<file path="src/sv/jrt_pkg.sv">
`default_nettype none
package jrt_pkg;

   localparam int TABLE_DEPTH = 64;

   // request function codes
   localparam logic [1:0] FUNC_ADD   = 2'd0;
   localparam logic [1:0] FUNC_CHECK = 2'd1;
   localparam logic [1:0] FUNC_CLEAR = 2'd2;

   // add status codes
   localparam logic [1:0] ST_UPDATED  = 2'd0;
   localparam logic [1:0] ST_INSERTED = 2'd1;
   localparam logic [1:0] ST_FULL     = 2'd2;

   typedef struct packed {
      logic [1:0]  func;
      logic [63:0] block_number;
      logic [31:0] position;
   } req_type;

   typedef struct packed {
      logic [1:0] status;
      logic       revoked;
   } rsp_type;

   // request in flight along the cell chain
   typedef struct packed {
      logic    valid;
      logic    done;
      req_type req;
      rsp_type rsp;
   } token_type;

endpackage
`default_nettype wire

</file>
<file path="src/sv/jrt_cell.sv">
`default_nettype none
module jrt_cell (
   input  wire               clock,
   input  wire               reset,
   input  wire               shift,
   input  wire        [31:0] replay_tail,
   input  jrt_pkg::token_type tok_in,
   output jrt_pkg::token_type tok_out
);
   import jrt_pkg::*;

   logic [63:0] entry_block_ff;
   logic [31:0] entry_position_ff;
   logic        entry_valid_ff;
   logic        entry_valid_in;
   logic        entry_write;
   logic        pos_write;
   token_type   tok_ff;
   token_type   tok_in_next;
   logic        match;
   logic        wraps;
   logic        after_tail;
   logic        before_end;
   logic        hit;

   assign match      = entry_valid_ff && (entry_block_ff == tok_in.req.block_number);
   assign wraps      = entry_position_ff < replay_tail;
   assign after_tail = replay_tail < tok_in.req.position;
   assign before_end = tok_in.req.position < entry_position_ff;
   assign hit        = wraps ? (after_tail || before_end) : (after_tail && before_end);

   always_comb begin
      tok_in_next    = tok_in;
      entry_valid_in = entry_valid_ff;
      entry_write    = 1'b0;
      pos_write      = 1'b0;
      if (tok_in.valid) begin
         case (tok_in.req.func)
            FUNC_ADD: begin
               if (!tok_in.done && match) begin
                  pos_write              = 1'b1;
                  tok_in_next.done       = 1'b1;
                  tok_in_next.rsp.status = ST_UPDATED;
               end else if (!tok_in.done && !entry_valid_ff) begin
                  // valid entries form a prefix, so no match can lie further on
                  entry_write            = 1'b1;
                  pos_write              = 1'b1;
                  entry_valid_in         = 1'b1;
                  tok_in_next.done       = 1'b1;
                  tok_in_next.rsp.status = ST_INSERTED;
               end
            end
            FUNC_CHECK: begin
               if (!tok_in.done && match) begin
                  tok_in_next.done        = 1'b1;
                  tok_in_next.rsp.revoked = hit;
               end
            end
            FUNC_CLEAR: begin
               entry_valid_in = 1'b0;
            end
            default: begin
            end
         endcase
      end
   end

   always_ff @(posedge clock) begin
      if (reset) begin
         entry_valid_ff <= 1'b0;
      end else if (shift) begin
         entry_valid_ff <= entry_valid_in;
      end
   end

   always_ff @(posedge clock) begin
      if (shift && entry_write) begin
         entry_block_ff <= tok_in.req.block_number;
      end
      if (shift && pos_write) begin
         entry_position_ff <= tok_in.req.position;
      end
   end

   always_ff @(posedge clock) begin
      if (reset) begin
         tok_ff.valid <= 1'b0;
      end else if (shift) begin
         tok_ff <= tok_in_next;
      end
   end

   assign tok_out = tok_ff;

endmodule
`default_nettype wire

</file>
<file path="config.mk">
export PLATFORM = sky130hd
export DESIGN_NAME = jrt_cell
export DESIGN_NICKNAME = d
export VERILOG_FILES = /design/src/sv/jrt_pkg.sv /design/src/sv/jrt_cell.sv
export SDC_FILE = /design/constraint.sdc
export NUM_CORES = 1
export LEC_CHECK = 0
export BUFFER_PORTS_ARGS = -buffer_cell sky130_fd_sc_hd__clkbuf_2
export CAP_MARGIN = 20
export CORE_UTILIZATION = 30
export DETAILED_ROUTE_END_ITERATION = 8
export GPL_TIMING_DRIVEN = 0
export PLACE_DENSITY = 0.51
export SYNTH_ARGS = -nofsm -noshare
export SYNTH_HDL_FRONTEND = slang
export SYNTH_SLANG_ARGS = --single-unit
</file>
<file path="constraint.sdc">
create_clock -name clock -period 14.83 [get_ports clock]
set_clock_uncertainty 0.2 [all_clocks]
set_input_delay 1.483 -clock clock [delete_from_list [all_inputs] [get_ports clock]]
set_output_delay 1.483 -clock clock [all_outputs]
set_load 0.02 [all_outputs]
</file>
== Word-level counts from Yosys, hierarchy flattened ==
Index checks and enable logic that the tools add are counted.

* Bits in registers: 200
* Input port bits: 138
* Output and inout port bits: 103
* Logic and storage cells: 54

* Magnitude comparators: 3
* Eq/ne operators: 5
* Mux-type cells: 22
* Bitwise operators: 1
* Reductions and logical operators: 13

{| class="wikitable"
|+ Operators by type and width
! cell !! number
|-
| $lt A32 B32 Y1 || 3
|-
| $eq A64 B64 Y1 || 1
|-
| $mux W1 || 16
|-
| $logic_and A1 B1 Y1 || 6
|-
| $mux W2 || 3
|-
| $reduce_and A5 Y1 || 1
|-
| $ne A2 B2 Y1 const B || 2
|-
| $pmux W1 S2 || 2
|-
| $mux W3 || 1
|-
| $eq A2 B1 Y1 const B || 1
|-
| $eq A2 B2 Y1 const B || 1
|-
| $logic_not A1 Y1 || 2
|-
| $logic_not A2 Y1 || 1
|-
| $reduce_and A2 Y1 || 1
|-
| $reduce_bool A2 Y1 || 1
|-
| $logic_or A1 B1 Y1 || 1
|-
| $not A1 Y1 || 1
|}

== Logic depth before layout (Yosys ltp) ==
Gate-level depths: netlist of the first run.

* Depth in word-level cells: 7
* Mapped depth: 9
* Gate-level depth less buffers: 9

== Least setup slack after synthesis of the first run ==
Ideal clock, no wire load.

* Path type: input to register
* From: in tok_in[102] in the netlist's numbering
* To: reg entry_block_ff[0] (enable)
* Setup time: 0.565 ns
* Arrival time: 6.322 ns
* Data required time: 14.065 ns
* Setup slack: 7.743 ns
* Stages on the path: 4
* Buffers on the path: 0
* Cells stage by stage: nor2b_1 > nor2b_1 > nand2_1 > nor3_1

* Cells in the longest elaborated chain, start to end: 2

{| class="wikitable"
|+ RTL lines
! what !! RTL line !! RTL
|-
| start, declared || jrt_cell.sv:7 || <nowiki>input jrt_pkg::token_type tok_in,</nowiki>
|-
| $mux W1 || jrt_cell.sv:37 || <nowiki>if (tok_in.valid) begin</nowiki>
|-
| $logic_and A1 B1 Y1 || jrt_cell.sv:77 || <nowiki>if (shift && entry_write) begin</nowiki>
|-
| end signal, assigned || jrt_cell.sv:78 || <nowiki>entry_block_ff <= tok_in.req.block_number;</nowiki>
|-
| end, declared || jrt_cell.sv:12 || <nowiki>logic [63:0] entry_block_ff;</nowiki>
|}

Every way passes these cells.
A chain may end at the register's enable or synchronous reset.

== Worst setup path after layout of the first run ==
* From: in tok_in[36] in the netlist's numbering
* To: reg entry_position_ff[10] (enable)

* Cells in the longest elaborated chain, start to end: 7

{| class="wikitable"
|+ RTL lines
! what !! RTL line !! RTL
|-
| $eq A64 B64 Y1 || jrt_cell.sv:26 || <nowiki>assign match = entry_valid_ff && (entry_block_ff == tok_in.req.block_number);</nowiki>
|-
| $logic_and A1 B1 Y1 || jrt_cell.sv:26 ||
|-
| $logic_and A1 B1 Y1 || jrt_cell.sv:40 || <nowiki>if (!tok_in.done && match) begin</nowiki>
|-
| $mux W1 || jrt_cell.sv:40 ||
|-
| $mux W1 || jrt_cell.sv:38 || <nowiki>case (tok_in.req.func)</nowiki>
|-
| $mux W1 || jrt_cell.sv:37 ||
|-
| $logic_and A1 B1 Y1 || jrt_cell.sv:80 || <nowiki>if (shift && pos_write) begin</nowiki>
|-
| end signal, assigned || jrt_cell.sv:81 || <nowiki>entry_position_ff <= tok_in.req.position;</nowiki>
|-
| end, declared || jrt_cell.sv:13 || <nowiki>logic [31:0] entry_position_ff;</nowiki>
|}

Every way passes these cells.

==> results of run 1 <==
## cell usage after synthesis (2+ instances only)
cell type / count / area, µm²
inv_1: 111 / 417
and4_1: 8 / 70.1
nor2_1: 14 / 52.6
a21oi_1: 32 / 160
nand4_1: 15 / 93.8
dfxtp_1: 2 / 40.0
edfxtp_1: 198 / 5950
o21bai_1: 2 / 15.0
a221oi_1: 3 / 26.3
xnor2_1: 34 / 298
ha_1: 93 / 1160
nand3_1: 6 / 30.0
a21o_1: 12 / 90.1
nor3_1: 6 / 30.0
o2111ai_1: 2 / 17.5
nor2b_1: 17 / 106
a2111o_1: 5 / 56.3
o211ai_1: 2 / 15.0
nor4_1: 6 / 37.5
a211oi_1: 5 / 37.5
nand2b_1: 9 / 56.3
o21ai_0: 21 / 105
nand2_1: 30 / 113
xor2_1: 9 / 78.8
o22ai_1: 5 / 31.3
## state kept, by name (all words and copies together) (netlist names)
signal and count:
entry_position_ff 32, tok_out 103, entry_valid_ff 1, entry_block_ff 64
## layout make-up
class | instances | area (µm²) | share of cell area, %
Sequential cell | 200 | 5990 | 51.3
Multi-Input combinational cell | 356 | 2880 | 24.7
Timing Repair Buffer | 249 | 1340 | 11.5
Tap cell | 390 | 488 | 4.18
Clock buffer | 19 | 433 | 3.71
Inverter | 111 | 417 | 3.57
Clock inverter | 13 | 130 | 1.12
## power breakdown
part,internal (mW),switching [mW],total (mW)
clock network,0.224,0.231,0.455
registers,0.646,0.00617,0.652
logic,0.0536,0.0868,0.140
## logic make-up (layout without fill, tap and decap cells)
kind of cell             Yosys count  after routing  synth area share (%)
flip-flops                       200            200                  64.6
AND/OR/NAND/NOR                  116            116                  6.81
buffers and inverters            111            392                  4.50
AO/OA/AOI/OAI                    102            102                  7.18
adder cells (fa/ha/maj)           94             94                  12.7
XOR/XNOR                          43             43                  4.07
multiplexers                       1              1                 0.122
## worst min-delay path, cell delays in order, from the launching register on
cell and delay, ps:
dfxtp_1 320, nand2b_1 60, a21oi_1 60
## path summary, 6_finish.rpt
path / startpoint / endpoint / slack (ps) / cells past startpoint
worst max register to register: entry_block_ff[1] / entry_position_ff[10] / 11410 / 8
worst min-delay path: tok_out[102] / tok_out[102] / 280 / 2
worst max-delay path: tok_in[36] / entry_position_ff[10] / 10620 / 9
worst min register to register: tok_out[102] / tok_out[102] / 280 / 2
## layer usage
metal  wire length [µm]  track usage (%)  vias to the layer above  share of wire, %
li1                   -                -                     2987                 -
met1               9760             17.9                     2771                47
met5                  0                0                        -                 0
met3                983             2.83                       18               4.7
met4                287             5.27                        0               1.4
met2               9760             21.1                      148                47
==> metrics, run 1 <==
drt pass-1 iters=4; Post-Syn Area=0.00926 mm²; Worst Setup Path Type=in -> reg; Initial Utilization=30.8%; clock latency on the worst-skew pair=440 ps; H-Tree Depth=4; Buffers & Inverters on Critical Path=2; max-slew violations=0; detailed-route wire length=20.8 mm; max_slew headroom=37.9%; row count=63; most frequent cells in the layout=clkbuf_2 (240), edfxtp_1 (198), inv_1 (111); vias in the first global route=5762; worst setup margin=10620 ps; pwr/cell area=107 mW/mm²; CP dominant cell by count=nand4_1; Reg clk slew, reported paths=80 ps; die area=0.0316 mm²; CTS Root Cell=clkbuf_16; Tightest Pin Transition=927 ps; Slowest-stage cell, CP=nor4_1; Post-Syn Nets=898; n_diodes=0; Lkg Pwr=5.06 nW; worst hold path class=reg -> reg; wire per inst=15.5 µm; via count=5924; Worst EP arrival=4150 ps; Layout Utilization=38.8%; Crit. End Element=register; post-synthesis sequential area ratio=64.6%; Final min period=4210 ps; final setup fails=0; GR Overflow Total=0; status=finished, final reports clean; share of cells above drive strength 1=30.0%; Non-Filler Cell Area, Final=0.0117 mm²; initial antenna violation count=0; flops & latches, synth=200; CTS Sinks=200; Final Hold Fails=0; via-per-instance ratio=4.43; Die X-Extent=178 µm; Area after DPL=0.0111 mm²; total CTS buffers=17; commonest non-fill, non-tap cell in the layout=clkbuf_2; fin nets=1166; pre-CTS setup slack=10150 ps; crit path launch type=input port; Cell Chain, Critical Path=clkbuf_2, xnor2_1, nand4_1, nor4_1, nand4_1, or4_4, o21ai_0, nor2b_4, buf_12; max_cap viols=0; Syn. warnings=0; fill cell count=2881; gpl congestion=0.744; largest net degree at the start of global routing=34; Cell variety after synth=45; die height=178 µm; DRC Markers=0; asr flop ratio synth=0%; hpwl dp=16.4 mm; Tot GR Track Use=13.4%; final period utilization=28.4%; RSZ-0062 raised after global routing=no; global-route wire length before repair=31.4 mm; worst ir drop on vdd=0.0602 mV; CTS tree=done; post-CTS resize count=0; Final Non-Filler Cells=1338; Req. time, crit path=14770 ps; Pwr Total=1.25 mW; setup tns final=0 ps; WHS=277 ps; Core Area=0.0300 mm²; Detailed Route Iter0 Violations=299; Post-CTS Setup Inserts=0; Syn Area/Cell=13.9 µm²; Main synth FF type=edfxtp_1; CP max stage delay=720 ps; Routed Antenna Nets=0; crit-path leading delay family=simple AND/OR/NAND/NOR gates; port bufs=240; hold buffer count at cts=0; Post-synth EDFFs=198; I/O Pins=241; Longest Clk Path Bufs=2; Post-Syn Instances=667; Syn-to-layout area delta=26.0%; CP max FO=28; placed cells=1306; fmax=238 MHz
Note: power is estimated with default switching activity, not from simulation.
==> inputs of run 2 (changes only) <==
- PLACE_DENSITY: 0.51 -> 0.53
- clock period: 14.83 -> 3.5 ns (I/O delays scaled with it)
==> metrics, run 2 (synthesis gave the netlist of run 1 again) <==
pre-CTS setup slack=-92.1 ps (was 10150 ps); worst ir drop on vdd=0.260 mV (was 0.0602 mV); final setup fails=0 (unchanged); CTS tree=done (unchanged); Worst EP arrival=3210 ps (was 4150 ps); worst hold path class=in -> reg (was reg -> reg); crit path launch type=input port (unchanged); clock latency on the worst-skew pair=450 ps (was 440 ps); Core Area=0.0300 mm² (unchanged); max reg flops=103 (unchanged); fmax=307 MHz; Longest Clk Path Bufs=2 (unchanged); Routed Antenna Nets=0 (unchanged); max_slew headroom=49.2% (was 37.9%); share of cells above drive strength 1=27.2% (was 30.0%); wire per inst=15.5 µm (about the same); Req. time, crit path=3450 ps (was 14770 ps); Final min period=3260 ps; vias in the first global route=6457 (was 5762); largest net degree at the start of global routing=35 (was 34); GR Overflow Total=0 (unchanged); Reg clk slew, reported paths=80 ps (about the same); initial antenna violation count=0 (unchanged); max-slew violations=0 (unchanged); die height=178 µm (unchanged); RSZ-0062 raised after global routing=no (unchanged); Lkg Pwr=5.51 nW (was 5.06 nW); detailed-route wire length=22.2 mm (was 20.8 mm); DRC Markers=0 (unchanged); Slowest-stage cell, CP=or4_4 (was nor4_1); global-route wire length before repair=34.0 mm (was 31.4 mm); Syn-to-layout area delta=37.7% (was 26.0%); row count=63 (unchanged); Cell Chain, Critical Path=dlygate4sd3_1, clkbuf_2, and2b_1, a2111o_1, nor4_1, nand4_1, or4_4, o21ai_0, nor2b_4, buf_12 (was clkbuf_2, xnor2_1, nand4_1, nor4_1, nand4_1, or4_4, o21ai_0, nor2b_4, buf_12); status=finished, final reports clean (unchanged); final period utilization=93.2%; Tightest Pin Transition=761 ps (was 927 ps); Crit. End Element=register (unchanged); Initial Utilization=30.8% (unchanged); Layout Utilization=42.4% (was 38.8%); max_cap viols=0 (unchanged); drt pass-1 iters=4 (unchanged); crit-path leading delay family=simple AND/OR/NAND/NOR gates (unchanged); CTS Sinks=200 (unchanged); CP max FO=28 (unchanged); Final Hold Fails=0 (unchanged); CTS Root Cell=clkbuf_16 (unchanged); gpl congestion=0.787 (was 0.744); worst setup margin=237 ps (was 10620 ps); pwr/cell area=429 mW/mm² (was 107 mW/mm²); Detailed Route Iter0 Violations=251 (was 299); most frequent cells in the layout=clkbuf_2 (240), edfxtp_1 (198), inv_1 (111) (unchanged); Die X-Extent=178 µm (unchanged); die area=0.0316 mm² (unchanged); CP max stage delay=610 ps (was 720 ps); total CTS buffers=17 (unchanged); via-per-instance ratio=4.46 (was 4.43); H-Tree Depth=4 (unchanged); via count=6416 (was 5924); n_diodes=0 (unchanged); Tot GR Track Use=14.3% (was 13.4%); fin nets=1267 (was 1166); commonest non-fill, non-tap cell in the layout=clkbuf_2 (unchanged); hpwl dp=16.7 mm (was 16.4 mm); Worst Setup Path Type=in -> reg (unchanged); port bufs=240 (unchanged); I/O Pins=241 (unchanged); Buffers & Inverters on Critical Path=3 (was 2)
-- run 2: worst paths after layout --
check	startpoint	to	slack, ps	cells after the start
max	tok_in[76]	entry_position_ff[8]	240	10
max reg2reg	entry_block_ff[41]	entry_position_ff[8]	430	8
min	tok_in[1]	tok_out[1]	40	3
min reg2reg	entry_valid_ff	entry_valid_ff	440	2
-- run 2: what timing repair did --
action | CTS | global route
buffers inserted | 0 | 2
hold endpoints to repair | 197 | 0
resized for setup | 1 | 1
setup endpoints to repair | 9 | 28
hold buffers | 101 | 0
-- run 2: layout make-up --
| class | instances | area [µm²] |
|---|---|---|
| Fill cell | 2820 | 17300 |
| Tap cell | 390 | 488 |
| Clock buffer | 17 | 425 |
| Sequential cell | 200 | 5990 |
| Multi-Input combinational cell | 356 | 2900 |
| Timing Repair Buffer | 350 | 2380 |
| Inverter | 111 | 417 |
| Clock inverter | 14 | 158 |
-- run 2: power breakdown --
part           switching (mW)  leakage (nW)  internal (mW)
registers              0.0285          1.84           2.74
clock network           0.995         0.278           1.02
logic                   0.389          3.39          0.302
total                    1.41          5.51           4.05
-- run 2: routing by layer --
metal  routed length, µm  share of wire [%]  global-route usage (%)  up-vias
li1                    -                  -                       -     3185
met1               10400                 47                    19.0     3058
met2               10600                 48                    23.2      153
met3                 930                4.2                    2.85       20
met4                 301                1.4                    4.95        0
met5                   0                  0                       0        -
-- run 2: tightest hold or removal path, stage by stage --
cell      delay, ps
clkbuf_2         80
a21oi_1          30
a21oi_1         100
-- run 2: stage by stage --
stage	std cells	hold WS, ps	TNS [ps]	area [µm²]	power [mW]
floorplan	667	219	0	9280	3.13
detailed placement	1304	265	-2510	11100	3.43
finish	1438	35.0	0	12700	5.47
global placement	1297	264	-72590	11000	3.41
global route	1438	46.5	0	12700	5.69
CTS	1436	8.63	0	12700	5.55
==> inputs of run 3 (changes only) <==
- CTS_BUF_LIST: default -> sky130_fd_sc_hd__clkbuf_4
==> metrics, run 3 (synthesis gave the netlist of run 1 again) <==
max-slew violations=0 (unchanged); Worst Setup Path Type=in -> reg (unchanged); fmax=301 MHz (was 307 MHz); Final min period=3320 ps (was 3260 ps); Routed Antenna Nets=0 (unchanged); status=finished, final reports clean (unchanged); Tightest Pin Transition=764 ps (was 761 ps); met1 usage=18.9% (was 19.0%); clock latency on the worst-skew pair=600 ps (was 450 ps); Syn-to-layout area delta=34.9% (was 37.7%); fin nets=1271 (was 1267); via-per-instance ratio=4.45 (was 4.46); max_slew headroom=49.0% (was 49.2%); I/O Pins=241 (unchanged); met3 Usage GRT=2.91% (was 2.85%); hpwl dp=16.7 mm (unchanged); Most Crowded Layer GR=met2 (unchanged); commonest non-fill, non-tap cell in the layout=clkbuf_2 (unchanged); Reg clk slew, reported paths=180 ps (was 80 ps); crit path launch type=input port (unchanged); CTS Sinks=200 (unchanged); Worst EP arrival=3430 ps (was 3210 ps); final setup fails=0 (unchanged); Lkg Pwr=5.39 nW (was 5.51 nW); initial antenna violation count=2 (was 0); vias in the first global route=6471 (was 6457); die area=0.0316 mm² (unchanged); Initial Utilization=30.8% (unchanged); worst hold path class=in -> reg (unchanged); final period utilization=95.0% (was 93.2%); Crit. End Element=register (unchanged); share of cells above drive strength 1=26.9% (was 27.2%); total CTS buffers=17 (unchanged); die height=178 µm (unchanged); RSZ-0062 raised after global routing=no (unchanged); Die X-Extent=178 µm (unchanged); setup tns final=0 ps (unchanged); Final Hold Fails=0 (unchanged); max_cap viols=0 (unchanged); Core Area=0.0300 mm² (unchanged); Tot GR Track Use=14.3% (about the same); via count=6429 (was 6416); CP max FO=28 (unchanged); row count=63 (unchanged); Detailed Route Iter0 Violations=239 (was 251); port bufs=240 (unchanged); drt pass-1 iters=5 (was 4); Longest Clk Path Bufs=2 (unchanged); max reg flops=103 (unchanged); H-Tree Depth=4 (unchanged); Req. time, crit path=3600 ps (was 3450 ps); worst ir drop on vdd=0.198 mV (was 0.260 mV); wire per inst=15.4 µm (was 15.5 µm); Post-CTS Setup Inserts=0 (unchanged); DRC Markers=0 (unchanged); detailed-route wire length=22.3 mm (was 22.2 mm); global-route wire length before repair=34.0 mm (about the same); GR Overflow Total=0 (unchanged); CTS tree=done (unchanged); Pwr Total=4.74 mW (was 5.47 mW); gpl congestion=0.787 (unchanged); met2 Use GR=23.3% (was 23.2%); pwr/cell area=379 mW/mm² (was 429 mW/mm²); largest net degree at the start of global routing=35 (unchanged); CTS Root Cell=clkbuf_4 (was clkbuf_16); most frequent cells in the layout=clkbuf_2 (240), edfxtp_1 (198), inv_1 (111) (unchanged)
## run 3: cell types whose count changed in the layout (fill, tap and decap cells not counted), sizes merged
cell / previous run / this run
buf: 9 / 7
dlygate4sd3: 101 / 107
diode: 0 / 2
## run 3: worst max-delay path, cell delays in order
cell	delay [ps]
dlygate4sd3_1	540
clkbuf_2	150
xnor2_1	180
nand4_1	140
nor4_2	500
nand4_1	220
or4_4	630
o21ai_0	130
nor2b_4	310
buf_12	250
## run 3: worst paths after layout
path / from / to / slack (ps) / cells after the start
worst max register to register: entry_block_ff[14] / entry_position_ff[14] / 200 / 8
worst min-delay path: shift / tok_out[1] / 100 / 2
worst max-delay path: tok_in[49] / entry_position_ff[14] / 180 / 10
worst min register to register: entry_valid_ff / tok_out[1] / 600 / 3
## run 3: cell type report
type / instances / area [µm²]
Tap cell: 390 / 488
Sequential cell: 200 / 5990
Timing Repair Buffer: 354 / 2420
Clock inverter: 14 / 158
Fill cell: 2855 / 17500
Antenna cell: 2 / 5.00
Multi-Input combinational cell: 356 / 2890
Clock buffer: 17 / 128
Inverter: 111 / 417
## run 3: routing by layer
layer | vias up | part of all wire (%)
li1 | 3198 | -
met1 | 3056 | 47
met2 | 156 | 48
met3 | 19 | 3.6
met4 | 0 | 1.1
met5 | - | 0
## run 3: metrics by stage
stage | hold slack [ps] | utilization, % | instances | area, µm² | worst slack (ps)
floorplan | 219 | - | 667 | 9280 | 117
global placement | 264 | 36.5 | 1297 | 11000 | -1170
detailed placement | 265 | 37.0 | 1304 | 11100 | -92.1
CTS | 24.1 | 41.6 | 1442 | 12500 | 200
global route | 41.1 | 41.6 | 1444 | 12500 | 118
finish | 102 | 41.6 | 1444 | 12500 | 176
## run 3: power breakdown
group          leakage (nW)  switching (mW)  total [mW]  internal (mW)
registers              1.84          0.0285        2.76           2.74
logic                  3.40           0.389       0.695          0.305
clock network         0.147           0.893        1.28          0.385
## run 3: timing repair
action	4_1_cts	5_1_grt
resized for setup	1	0
endpoints found under the hold margin	231	0
endpoints found under the setup margin	19	0
hold buffers	107	0
